### src/hw/rtl/rau_pkg.sv
// ----------------------------------------------------------------------------
// rau_pkg
// shared widths, operation codes, controller commands and status for the
// rational arithmetic unit
// ----------------------------------------------------------------------------
package rau_pkg;

  localparam int unsigned OPERAND_WIDTH = 16;
  localparam int unsigned MAG_W         = 2 * OPERAND_WIDTH;
  localparam int unsigned NUM_W         = 33;
  localparam int unsigned DEN_W         = 32;
  localparam int unsigned CNT_W         = $clog2(MAG_W + 1);

  typedef enum logic [1:0] {
    OP_ADD,
    OP_SUB,
    OP_MUL,
    OP_DIV
  } op_e;

  typedef enum logic [3:0] {
    CMD_NONE,
    CMD_LOAD,
    CMD_MUL_P,
    CMD_MUL_Q,
    CMD_MUL_D,
    CMD_SUM,
    CMD_GCD_INIT,
    CMD_GCD_STEP,
    CMD_DIV_NUM,
    CMD_DIV_DEN,
    CMD_TAKE_DEN,
    CMD_OUT_LOAD
  } cmd_e;

  typedef enum logic [3:0] {
    ST_IDLE,
    ST_MUL_P,
    ST_MUL_Q,
    ST_MUL_D,
    ST_SUM,
    ST_GCD_INIT,
    ST_GCD,
    ST_DIV_NUM,
    ST_DIV_DEN,
    ST_OUT
  } state_e;

  typedef struct packed {
    logic den_zero;
    logic gcd_done;
    logic div_done;
  } dp_status_t;

endpackage

### src/hw/rtl/rau_in_if.sv
// ----------------------------------------------------------------------------
// rau_in_if
// input channel: operation and two signed fractions
// ----------------------------------------------------------------------------
interface rau_in_if;
  import rau_pkg::*;

  logic                            valid;
  logic                            ready;
  logic [1:0]                      operation;
  logic signed [OPERAND_WIDTH-1:0] a_numerator;
  logic signed [OPERAND_WIDTH-1:0] a_denominator;
  logic signed [OPERAND_WIDTH-1:0] b_numerator;
  logic signed [OPERAND_WIDTH-1:0] b_denominator;

  modport source (
    output valid, operation, a_numerator, a_denominator, b_numerator, b_denominator,
    input  ready
  );

  modport sink (
    input  valid, operation, a_numerator, a_denominator, b_numerator, b_denominator,
    output ready
  );

endinterface

### src/hw/rtl/rau_out_if.sv
// ----------------------------------------------------------------------------
// rau_out_if
// result channel: reduced fraction and error flag
// ----------------------------------------------------------------------------
interface rau_out_if;
  import rau_pkg::*;

  logic                    valid;
  logic                    ready;
  logic signed [NUM_W-1:0] result_numerator;
  logic signed [DEN_W-1:0] result_denominator;
  logic                    error;

  modport source (
    output valid, result_numerator, result_denominator, error,
    input  ready
  );

  modport sink (
    input  valid, result_numerator, result_denominator, error,
    output ready
  );

endinterface

### src/hw/rtl/rau_div.sv
// ----------------------------------------------------------------------------
// rau_div
// restoring unsigned divider, one quotient bit per cycle
// ----------------------------------------------------------------------------
module rau_div (
  input  logic                        clk_i,
  input  logic                        rst_ni,
  input  logic                        start_i,
  input  logic [rau_pkg::MAG_W-1:0]   dividend_i,
  input  logic [rau_pkg::MAG_W-1:0]   divisor_i,
  output logic                        done_o,
  output logic [rau_pkg::MAG_W-1:0]   quotient_o
);
  import rau_pkg::*;

  logic             busy_q, busy_d;
  logic             done_q, done_d;
  logic [CNT_W-1:0] cnt_q, cnt_d;
  logic [MAG_W-1:0] rem_q, rem_d;
  logic [MAG_W-1:0] quo_q, quo_d;
  logic [MAG_W-1:0] dsr_q, dsr_d;
  logic [MAG_W:0]   shifted;
  logic [MAG_W:0]   diff;

  always_comb begin
    shifted = {rem_q, quo_q[MAG_W-1]};
    diff    = shifted - {1'b0, dsr_q};
    busy_d  = busy_q;
    done_d  = 1'b0;
    cnt_d   = cnt_q;
    rem_d   = rem_q;
    quo_d   = quo_q;
    dsr_d   = dsr_q;
    if (start_i) begin
      busy_d = 1'b1;
      cnt_d  = CNT_W'(MAG_W);
      rem_d  = '0;
      quo_d  = dividend_i;
      dsr_d  = divisor_i;
    end else if (busy_q) begin
      if (!diff[MAG_W]) begin
        rem_d = diff[MAG_W-1:0];
        quo_d = {quo_q[MAG_W-2:0], 1'b1};
      end else begin
        rem_d = shifted[MAG_W-1:0];
        quo_d = {quo_q[MAG_W-2:0], 1'b0};
      end
      cnt_d = cnt_q - CNT_W'(1);
      if (cnt_q == CNT_W'(1)) begin
        busy_d = 1'b0;
        done_d = 1'b1;
      end
    end
  end

  always_ff @(posedge clk_i or negedge rst_ni) begin
    if (!rst_ni) begin
      busy_q <= 1'b0;
      done_q <= 1'b0;
      cnt_q  <= '0;
    end else begin
      busy_q <= busy_d;
      done_q <= done_d;
      cnt_q  <= cnt_d;
    end
  end

  always_ff @(posedge clk_i) begin
    rem_q <= rem_d;
    quo_q <= quo_d;
    dsr_q <= dsr_d;
  end

  assign done_o     = done_q;
  assign quotient_o = quo_q;

endmodule

### src/hw/rtl/rau_datapath.sv
// ----------------------------------------------------------------------------
// rau_datapath
// operand registers, shared multiplier, adder, binary gcd, divider and result registers
// ----------------------------------------------------------------------------
module rau_datapath (
  input  logic                                    clk_i,
  input  logic                                    rst_ni,
  input  rau_pkg::cmd_e                           cmd_i,
  output rau_pkg::dp_status_t                     status_o,
  input  logic [1:0]                              operation_i,
  input  logic signed [rau_pkg::OPERAND_WIDTH-1:0] a_numerator_i,
  input  logic signed [rau_pkg::OPERAND_WIDTH-1:0] a_denominator_i,
  input  logic signed [rau_pkg::OPERAND_WIDTH-1:0] b_numerator_i,
  input  logic signed [rau_pkg::OPERAND_WIDTH-1:0] b_denominator_i,
  output logic signed [rau_pkg::NUM_W-1:0]         result_numerator_o,
  output logic signed [rau_pkg::DEN_W-1:0]         result_denominator_o,
  output logic                                    error_o
);
  import rau_pkg::*;

  localparam int unsigned OW    = OPERAND_WIDTH;
  localparam int unsigned NEXT_W = (MAG_W + 1 > NUM_W) ? MAG_W + 1 : NUM_W;
  localparam int unsigned DEXT_W = (MAG_W + 1 > DEN_W) ? MAG_W + 1 : DEN_W;

  op_e              op_q;
  logic             an_s_q, ad_s_q, bn_s_q, bd_s_q;
  logic [OW-1:0]    an_m_q, ad_m_q, bn_m_q, bd_m_q;
  logic             p_neg_q, q_neg_q, num_neg_q, den_neg_q;
  logic [MAG_W-1:0] p_mag_q, q_mag_q, num_mag_q, den_mag_q;
  logic [MAG_W-1:0] x_q, y_q, g_q;
  logic [CNT_W-1:0] k_q;
  logic signed [NUM_W-1:0] res_num_q;
  logic signed [DEN_W-1:0] res_den_q;
  logic                    res_err_q;

  logic             mul_sa, mul_sb;
  logic [OW-1:0]    mul_a, mul_b;
  logic [MAG_W-1:0] prod;
  logic             prod_neg;
  logic             sum_neg;
  logic [MAG_W-1:0] sum_mag;
  logic [MAG_W-1:0] x_d, y_d, g_comb;
  logic [CNT_W-1:0] k_d;
  logic             den_zero, gcd_done;
  logic             div_start, div_done;
  logic [MAG_W-1:0] div_dividend, div_divisor, div_quo;
  logic [NEXT_W-1:0] num_ext;
  logic [DEXT_W-1:0] den_ext;

  function automatic logic [OW-1:0] mag_of(logic [OW-1:0] v);
    return v[OW-1] ? (~v + OW'(1)) : v;
  endfunction

  // shared multiplier operand select
  always_comb begin
    mul_sa = ad_s_q;
    mul_a  = ad_m_q;
    mul_sb = bn_s_q;
    mul_b  = bn_m_q;
    case (cmd_i)
      CMD_MUL_P: begin
        mul_sa = an_s_q;
        mul_a  = an_m_q;
        mul_sb = (op_q == OP_MUL) ? bn_s_q : bd_s_q;
        mul_b  = (op_q == OP_MUL) ? bn_m_q : bd_m_q;
      end
      CMD_MUL_D: begin
        mul_sb = (op_q == OP_DIV) ? bn_s_q : bd_s_q;
        mul_b  = (op_q == OP_DIV) ? bn_m_q : bd_m_q;
      end
      default: begin
      end
    endcase
  end

  assign prod     = MAG_W'(mul_a) * MAG_W'(mul_b);
  assign prod_neg = (prod != '0) && (mul_sa ^ mul_sb);

  // signed magnitude add
  always_comb begin
    if (p_neg_q == q_neg_q) begin
      sum_mag = p_mag_q + q_mag_q;
      sum_neg = p_neg_q;
    end else if (p_mag_q >= q_mag_q) begin
      sum_mag = p_mag_q - q_mag_q;
      sum_neg = p_neg_q;
    end else begin
      sum_mag = q_mag_q - p_mag_q;
      sum_neg = q_neg_q;
    end
    if (sum_mag == '0) begin
      sum_neg = 1'b0;
    end
  end

  // binary gcd step
  assign gcd_done = (x_q == '0) || (y_q == '0);
  assign g_comb   = (x_q | y_q) << k_q;

  always_comb begin
    x_d = x_q;
    y_d = y_q;
    k_d = k_q;
    if (!x_q[0] && !y_q[0]) begin
      x_d = x_q >> 1;
      y_d = y_q >> 1;
      k_d = k_q + CNT_W'(1);
    end else if (!x_q[0]) begin
      x_d = x_q >> 1;
    end else if (!y_q[0]) begin
      y_d = y_q >> 1;
    end else if (x_q >= y_q) begin
      x_d = (x_q - y_q) >> 1;
    end else begin
      y_d = (y_q - x_q) >> 1;
    end
  end

  assign den_zero     = (den_mag_q == '0);
  assign div_start    = (cmd_i == CMD_DIV_NUM) || (cmd_i == CMD_DIV_DEN);
  assign div_dividend = (cmd_i == CMD_DIV_NUM) ? num_mag_q : den_mag_q;
  assign div_divisor  = (cmd_i == CMD_DIV_NUM) ? g_comb : g_q;

  rau_div u_div (
    .clk_i      (clk_i),
    .rst_ni     (rst_ni),
    .start_i    (div_start),
    .dividend_i (div_dividend),
    .divisor_i  (div_divisor),
    .done_o     (div_done),
    .quotient_o (div_quo)
  );

  assign num_ext = num_neg_q ? (~NEXT_W'(num_mag_q) + NEXT_W'(1)) : NEXT_W'(num_mag_q);
  assign den_ext = den_neg_q ? (~DEXT_W'(den_mag_q) + DEXT_W'(1)) : DEXT_W'(den_mag_q);

  always_ff @(posedge clk_i) begin
    case (cmd_i)
      CMD_LOAD: begin
        op_q   <= op_e'(operation_i);
        an_s_q <= a_numerator_i[OW-1];
        ad_s_q <= a_denominator_i[OW-1];
        bn_s_q <= b_numerator_i[OW-1];
        bd_s_q <= b_denominator_i[OW-1];
        an_m_q <= mag_of(a_numerator_i);
        ad_m_q <= mag_of(a_denominator_i);
        bn_m_q <= mag_of(b_numerator_i);
        bd_m_q <= mag_of(b_denominator_i);
      end
      CMD_MUL_P: begin
        p_mag_q <= prod;
        p_neg_q <= prod_neg;
      end
      CMD_MUL_Q: begin
        q_mag_q <= prod;
        q_neg_q <= prod_neg ^ ((prod != '0) && (op_q == OP_SUB));
      end
      CMD_MUL_D: begin
        den_mag_q <= prod;
        den_neg_q <= prod_neg;
      end
      CMD_SUM: begin
        if (op_q inside {OP_ADD, OP_SUB}) begin
          num_mag_q <= sum_mag;
          num_neg_q <= sum_neg;
        end else begin
          num_mag_q <= p_mag_q;
          num_neg_q <= p_neg_q;
        end
      end
      CMD_GCD_INIT: begin
        x_q <= num_mag_q;
        y_q <= den_mag_q;
        k_q <= '0;
      end
      CMD_GCD_STEP: begin
        x_q <= x_d;
        y_q <= y_d;
        k_q <= k_d;
      end
      CMD_DIV_NUM: begin
        g_q <= g_comb;
      end
      CMD_DIV_DEN: begin
        num_mag_q <= div_quo;
      end
      CMD_TAKE_DEN: begin
        den_mag_q <= div_quo;
      end
      CMD_OUT_LOAD: begin
        res_err_q <= den_zero;
        res_num_q <= den_zero ? '0 : num_ext[NUM_W-1:0];
        res_den_q <= den_zero ? '0 : den_ext[DEN_W-1:0];
      end
      default: begin
      end
    endcase
  end

  assign status_o.den_zero = den_zero;
  assign status_o.gcd_done = gcd_done;
  assign status_o.div_done = div_done;

  assign result_numerator_o   = res_num_q;
  assign result_denominator_o = res_den_q;
  assign error_o              = res_err_q;

endmodule

### src/hw/rtl/rau_ctrl.sv
// ----------------------------------------------------------------------------
// rau_ctrl
// sequencer for the multiply, add, gcd and divide steps and both handshakes
// ----------------------------------------------------------------------------
module rau_ctrl (
  input  logic                clk_i,
  input  logic                rst_ni,
  input  logic                in_valid_i,
  output logic                in_ready_o,
  output logic                out_valid_o,
  input  logic                out_ready_i,
  output rau_pkg::cmd_e       cmd_o,
  input  rau_pkg::dp_status_t status_i
);
  import rau_pkg::*;

  state_e state_q, state_d;
  logic   out_valid_q, out_valid_d;

  always_ff @(posedge clk_i or negedge rst_ni) begin
    if (!rst_ni) begin
      state_q     <= ST_IDLE;
      out_valid_q <= 1'b0;
    end else begin
      state_q     <= state_d;
      out_valid_q <= out_valid_d;
    end
  end

  always_comb begin
    state_d     = state_q;
    cmd_o       = CMD_NONE;
    in_ready_o  = 1'b0;
    out_valid_d = out_valid_q && !out_ready_i;
    case (state_q)
      ST_IDLE: begin
        in_ready_o = 1'b1;
        if (in_valid_i) begin
          cmd_o   = CMD_LOAD;
          state_d = ST_MUL_P;
        end
      end
      ST_MUL_P: begin
        cmd_o   = CMD_MUL_P;
        state_d = ST_MUL_Q;
      end
      ST_MUL_Q: begin
        cmd_o   = CMD_MUL_Q;
        state_d = ST_MUL_D;
      end
      ST_MUL_D: begin
        cmd_o   = CMD_MUL_D;
        state_d = ST_SUM;
      end
      ST_SUM: begin
        cmd_o   = CMD_SUM;
        state_d = status_i.den_zero ? ST_OUT : ST_GCD_INIT;
      end
      ST_GCD_INIT: begin
        cmd_o   = CMD_GCD_INIT;
        state_d = ST_GCD;
      end
      ST_GCD: begin
        if (status_i.gcd_done) begin
          cmd_o   = CMD_DIV_NUM;
          state_d = ST_DIV_NUM;
        end else begin
          cmd_o = CMD_GCD_STEP;
        end
      end
      ST_DIV_NUM: begin
        if (status_i.div_done) begin
          cmd_o   = CMD_DIV_DEN;
          state_d = ST_DIV_DEN;
        end
      end
      ST_DIV_DEN: begin
        if (status_i.div_done) begin
          cmd_o   = CMD_TAKE_DEN;
          state_d = ST_OUT;
        end
      end
      ST_OUT: begin
        if (!out_valid_q || out_ready_i) begin
          cmd_o       = CMD_OUT_LOAD;
          out_valid_d = 1'b1;
          state_d     = ST_IDLE;
        end
      end
      default: begin
        state_d = ST_IDLE;
      end
    endcase
  end

  assign out_valid_o = out_valid_q;

endmodule

### src/hw/rtl/rational_arith_unit.sv
// ----------------------------------------------------------------------------
// rational_arith_unit
// exact add, subtract, multiply and divide of two signed fractions, with the
// result reduced by the greatest common divisor
//
//   channel  dir  payload                                         transfer
//   in_i     in   operation, a/b numerator and denominator        valid & ready
//   out_o    out  result_numerator, result_denominator, error     valid & ready
//
// one item at a time: multiply and add, then the binary gcd loop, then the
// shared bit-serial divider for numerator and denominator; a zero
// denominator skips the gcd and the divider. the gcd loop and the divider
// set the time per item.
// reset clears the sequencer and the output valid; no clearing pass.
// a finished result waits in the output register while the next item is taken.
// ----------------------------------------------------------------------------
module rational_arith_unit (
  input  logic    clk_i,
  input  logic    rst_ni,
  rau_in_if.sink  in_i,
  rau_out_if.source out_o
);
  import rau_pkg::*;

  cmd_e       cmd;
  dp_status_t status;

  rau_ctrl u_ctrl (
    .clk_i       (clk_i),
    .rst_ni      (rst_ni),
    .in_valid_i  (in_i.valid),
    .in_ready_o  (in_i.ready),
    .out_valid_o (out_o.valid),
    .out_ready_i (out_o.ready),
    .cmd_o       (cmd),
    .status_i    (status)
  );

  rau_datapath u_datapath (
    .clk_i                (clk_i),
    .rst_ni               (rst_ni),
    .cmd_i                (cmd),
    .status_o             (status),
    .operation_i          (in_i.operation),
    .a_numerator_i        (in_i.a_numerator),
    .a_denominator_i      (in_i.a_denominator),
    .b_numerator_i        (in_i.b_numerator),
    .b_denominator_i      (in_i.b_denominator),
    .result_numerator_o   (out_o.result_numerator),
    .result_denominator_o (out_o.result_denominator),
    .error_o              (out_o.error)
  );

endmodule

### src/flat_wrapper.sv
// flat-port wrapper written by rule: the top's interface ports become plain ports
module rational_arith_unit_flat import rau_pkg::*;
  (clk_i, rst_ni, in_i_valid, in_i_operation, in_i_a_numerator, in_i_a_denominator, in_i_b_numerator, in_i_b_denominator, in_i_ready, out_o_valid, out_o_result_numerator, out_o_result_denominator, out_o_error, out_o_ready);
  rau_in_if in_i_i ();
  rau_out_if out_o_i ();
  input  logic clk_i;
  input  logic rst_ni;
  input wire logic [$bits(in_i_i.valid)-1:0] in_i_valid;
  input wire logic [$bits(in_i_i.operation)-1:0] in_i_operation;
  input wire logic [$bits(in_i_i.a_numerator)-1:0] in_i_a_numerator;
  input wire logic [$bits(in_i_i.a_denominator)-1:0] in_i_a_denominator;
  input wire logic [$bits(in_i_i.b_numerator)-1:0] in_i_b_numerator;
  input wire logic [$bits(in_i_i.b_denominator)-1:0] in_i_b_denominator;
  output wire logic [$bits(in_i_i.ready)-1:0] in_i_ready;
  output wire logic [$bits(out_o_i.valid)-1:0] out_o_valid;
  output wire logic [$bits(out_o_i.result_numerator)-1:0] out_o_result_numerator;
  output wire logic [$bits(out_o_i.result_denominator)-1:0] out_o_result_denominator;
  output wire logic [$bits(out_o_i.error)-1:0] out_o_error;
  input wire logic [$bits(out_o_i.ready)-1:0] out_o_ready;
  assign in_i_i.valid = in_i_valid;
  assign in_i_i.operation = in_i_operation;
  assign in_i_i.a_numerator = in_i_a_numerator;
  assign in_i_i.a_denominator = in_i_a_denominator;
  assign in_i_i.b_numerator = in_i_b_numerator;
  assign in_i_i.b_denominator = in_i_b_denominator;
  assign in_i_ready = in_i_i.ready;
  assign out_o_valid = out_o_i.valid;
  assign out_o_result_numerator = out_o_i.result_numerator;
  assign out_o_result_denominator = out_o_i.result_denominator;
  assign out_o_error = out_o_i.error;
  assign out_o_i.ready = out_o_ready;
  rational_arith_unit u_core (.clk_i(clk_i), .rst_ni(rst_ni), .in_i(in_i_i), .out_o(out_o_i));
endmodule
### config.mk
export PLATFORM = sky130hd
export DESIGN_NAME = rational_arith_unit_flat
export DESIGN_NICKNAME = d
export VERILOG_FILES = /design/src/hw/rtl/rau_pkg.sv /design/src/hw/rtl/rau_in_if.sv /design/src/hw/rtl/rau_out_if.sv /design/src/hw/rtl/rau_div.sv /design/src/hw/rtl/rau_datapath.sv /design/src/hw/rtl/rau_ctrl.sv /design/src/hw/rtl/rational_arith_unit.sv /design/src/flat_wrapper.sv
export SDC_FILE = /design/constraint.sdc
export NUM_CORES = 2
export LEC_CHECK = 0
export BUFFER_PORTS_ARGS = -buffer_cell sky130_fd_sc_hd__buf_2
export CORE_MARGIN = 10
export CORE_UTILIZATION = 35
export CTS_CLUSTER_DIAMETER = 80
export DETAILED_ROUTE_END_ITERATION = 16
export HOLD_SLACK_MARGIN = 0.02
export PLACE_DENSITY = 0.57
export REMOVE_ABC_BUFFERS = 1
export SYNTH_ARGS = -nofsm -noshare
export SYNTH_HDL_FRONTEND = slang
export SYNTH_SLANG_ARGS = --single-unit
### constraint.sdc
create_clock -name clk_i -period 21.2 [get_ports clk_i]
set_input_delay 4.24 -clock clk_i [delete_from_list [all_inputs] [get_ports clk_i]]
set_output_delay 4.24 -clock clk_i [all_outputs]
set_load 0.03 [all_outputs]
==> qor.yml <==
finalClockSkew_ns: 0.07070
end_kind: "register"
cts.sinks: 479
wire_per_inst_um: 20.47
fillers: 12143
port_buffers: 137
r2r-start: "u_core.u_ctrl.state_q[1]"
cts_buffer_depth: 3
postCtsSetupBuffers: 0
grt_pass1_vias: 33953
vias_per_cell: 5.322
synth_area_leader_cell: "edfxtp_1"
io_pins: 138
seq_area_frac_synth: 0.3247
area_delta_synth_final_pct: 10.09
synth.cells.most_frequent: "inv_1 (497), nand2_1 (484), nor2_1 (475)"
setup_violations: 0
dp_hpwl_um: 103600
cts_root_buf: "clkbuf_16"
drt_wl_total_um: 129700
avgSynthCellArea_um2: 9.062
cpPeakStageDelay_ns: 0.60
drc: 0
setup_slack_ns: 11.78
synth_seq_cells: 479
drv_cap: 0
path_clk_slew_ns: 0.06
period_share: 0.4446
cp_data_required_time_ns: 21.55
worstMarginPinSlew_ns: 1.186
yosysMostFrequentCell: "inv_1"
grt_max_degree: 113
netlist.area_leader.share: 0.2866
synth_flop_cell: "edfxtp_1"
async_flop_share: 0.02714
slew_headroom: 0.2067
grt_usage: 0.1859
max_freq_mhz: 106.1
tns_ns: 0
cp-startpoint: "u_core.u_ctrl.state_q[1]"
slew_violations: 0
clkLatencyLatePin_ns: 0.70
drive_gt1_frac: 0.08152
grt_pass1_wl_um: 199900
numCtsBuffers: 55
grt-ovfl-total: 0
netlist_area_um2: 42120
start_util: 0.3520
status: "finished clean"
rsz0062_at_grt: "false"
gp_congestion: 0.9487
via_count: 33716
hp-start: "u_core.u_datapath.g_q[0]"
cp.arrival_ns: 9.78
firstDrtPassIters: 6
synth_area_leaders: "edfxtp_1 (29%), ha_1 (10%), fa_1 (9.5%)"
synth_enable_flop_cells: 402
layout_min_cycle_time_ns: 9.425
ys_types: 89
cts.htree.levels: 2
antenna_found_initial: 1
hold_violations: 0
core_area_um2: 119700
critPathSlowestCell: "buf_4"
row_count: 127
synthCells: 4648
worstPathMaxFanout: 44
die_w_um: 366.9
start_kind: "register"
hold_class: "register to register"
pre_cts_ws_ns: 11.78
final_util: 0.3876
crit_type: "register to register"
cts_tree: "done"
path_common_cell: "fa_1"
dieArea_um2: 134600
cts_resized: 0
postCtsHoldBufs: 0
fp.dieH_um: 366.9
ant_nets: 0
diodes: 0
drtIter0Drc: 2386
ys_warn_count: 0
nets: 5282
[area by class of cell]
cell class | instances | area [um^2] | area share
Timing Repair Buffer | 188 | 1069 | 0.02304
Inverter | 503 | 1888 | 0.04071
Clock buffer | 71 | 1496 | 0.03227
Sequential cell | 479 | 13680 | 0.2950
Clock inverter | 32 | 406.6 | 0.008769
Tap cell | 1612 | 2017 | 0.04349
Multi-Input combinational cell | 3450 | 25820 | 0.5567
[path summary, 6_finish.rpt]
kind                                                    end  slack [ns]  cells after the start
max                             u_core.u_datapath.den_neg_q       11.78                     29
min                                u_core.u_datapath.g_q[0]        0.47                      2
max reg2reg                     u_core.u_datapath.den_neg_q       11.78                     29
min reg2reg                        u_core.u_datapath.g_q[0]        0.47                      2
max in group asynchronous    u_core.u_datapath.u_div.busy_q       17.52                      1
min in group asynchronous  u_core.u_datapath.u_div.cnt_q[0]        3.42                      1
[metal layers]
metal  vias up  routed length [um]  GRT usage
met2      1014               59770     0.3087
met1     16210               57000     0.2425
met5         -                   0          0
met4         0                5615    0.07573
met3       226                7316    0.02489
li1      16266                   -          -
[through the flow]
step | hold WS, ns | cell area [um^2] | cells
CTS | 0.4716 | 46370 | 6335
floorplan | 0.4266 | 41270 | 4432
global route | 0.4873 | 46370 | 6335
global placement | 0.4431 | 44470 | 6232
finish | 0.4744 | 46370 | 6335
detailed placement | 0.4517 | 44470 | 6232
[layout by cell type, fill, tap and decap left out, types with 17 or more instances in the layout]
cell type    n
a21o_1      55
a31oi_1     40
a21oi_1    342
and2_1      19
or3_1       36
nand2b_1    44
mux2i_1    137
nand4_1     22
a211oi_1    37
dfxtp_1     64
a22o_1      18
nor2_1     475
nor2b_1     26
nand3_1     44
o21bai_1    60
nor4_1      60
mux2_2      49
o211ai_1    22
inv_1      497
o21a_1      27
or2_2       17
fa_1       200
edfxtp_1   402
buf_4       51
xor2_1      73
clkbuf_16   55
xnor2_1    180
a22oi_1     41
o31ai_1     51
nand2_1    483
o21ai_0    243
buf_2      137
nor3_1      75
ha_1       335
[state kept, by name (all words and copies together), names as in the netlist, 32 cells and up]
signal                                  flops
u_core.u_datapath.p_mag_q                  32
u_core.u_datapath.num_mag_q                32
u_core.u_datapath.q_mag_q                  32
u_core.u_datapath.x_q                      32
u_core.u_datapath.result_numerator_o       33
u_core.u_datapath.g_q                      32
u_core.u_datapath.den_mag_q                32
u_core.u_datapath.u_div.dsr_q              32
u_core.u_datapath.result_denominator_o     32
u_core.u_datapath.u_div.rem_q              32
u_core.u_datapath.u_div.quotient_o         32
u_core.u_datapath.y_q                      32
[cell families after synthesis]
logic type      synth area share
compound gates            0.1649
mux                      0.05368
buf+inv                  0.06493
fa+ha+maj                 0.1946
flops                     0.3247
simple gates              0.1438
xor+xnor                 0.05341
[critical path: cells and delay by family (launching register included)]
kind            cells  cell delay [ns]
compound gates      3             0.74
simple gates       10             2.49
buf+inv             7             1.25
flops               1             0.49
xor+xnor            1             0.18
fa+ha+maj           7             3.32
mux                 1             0.54
Power is left out: the tool's default activity adds up to more than one toggle a clock period on the data nets, which glitch-free logic cannot reach.
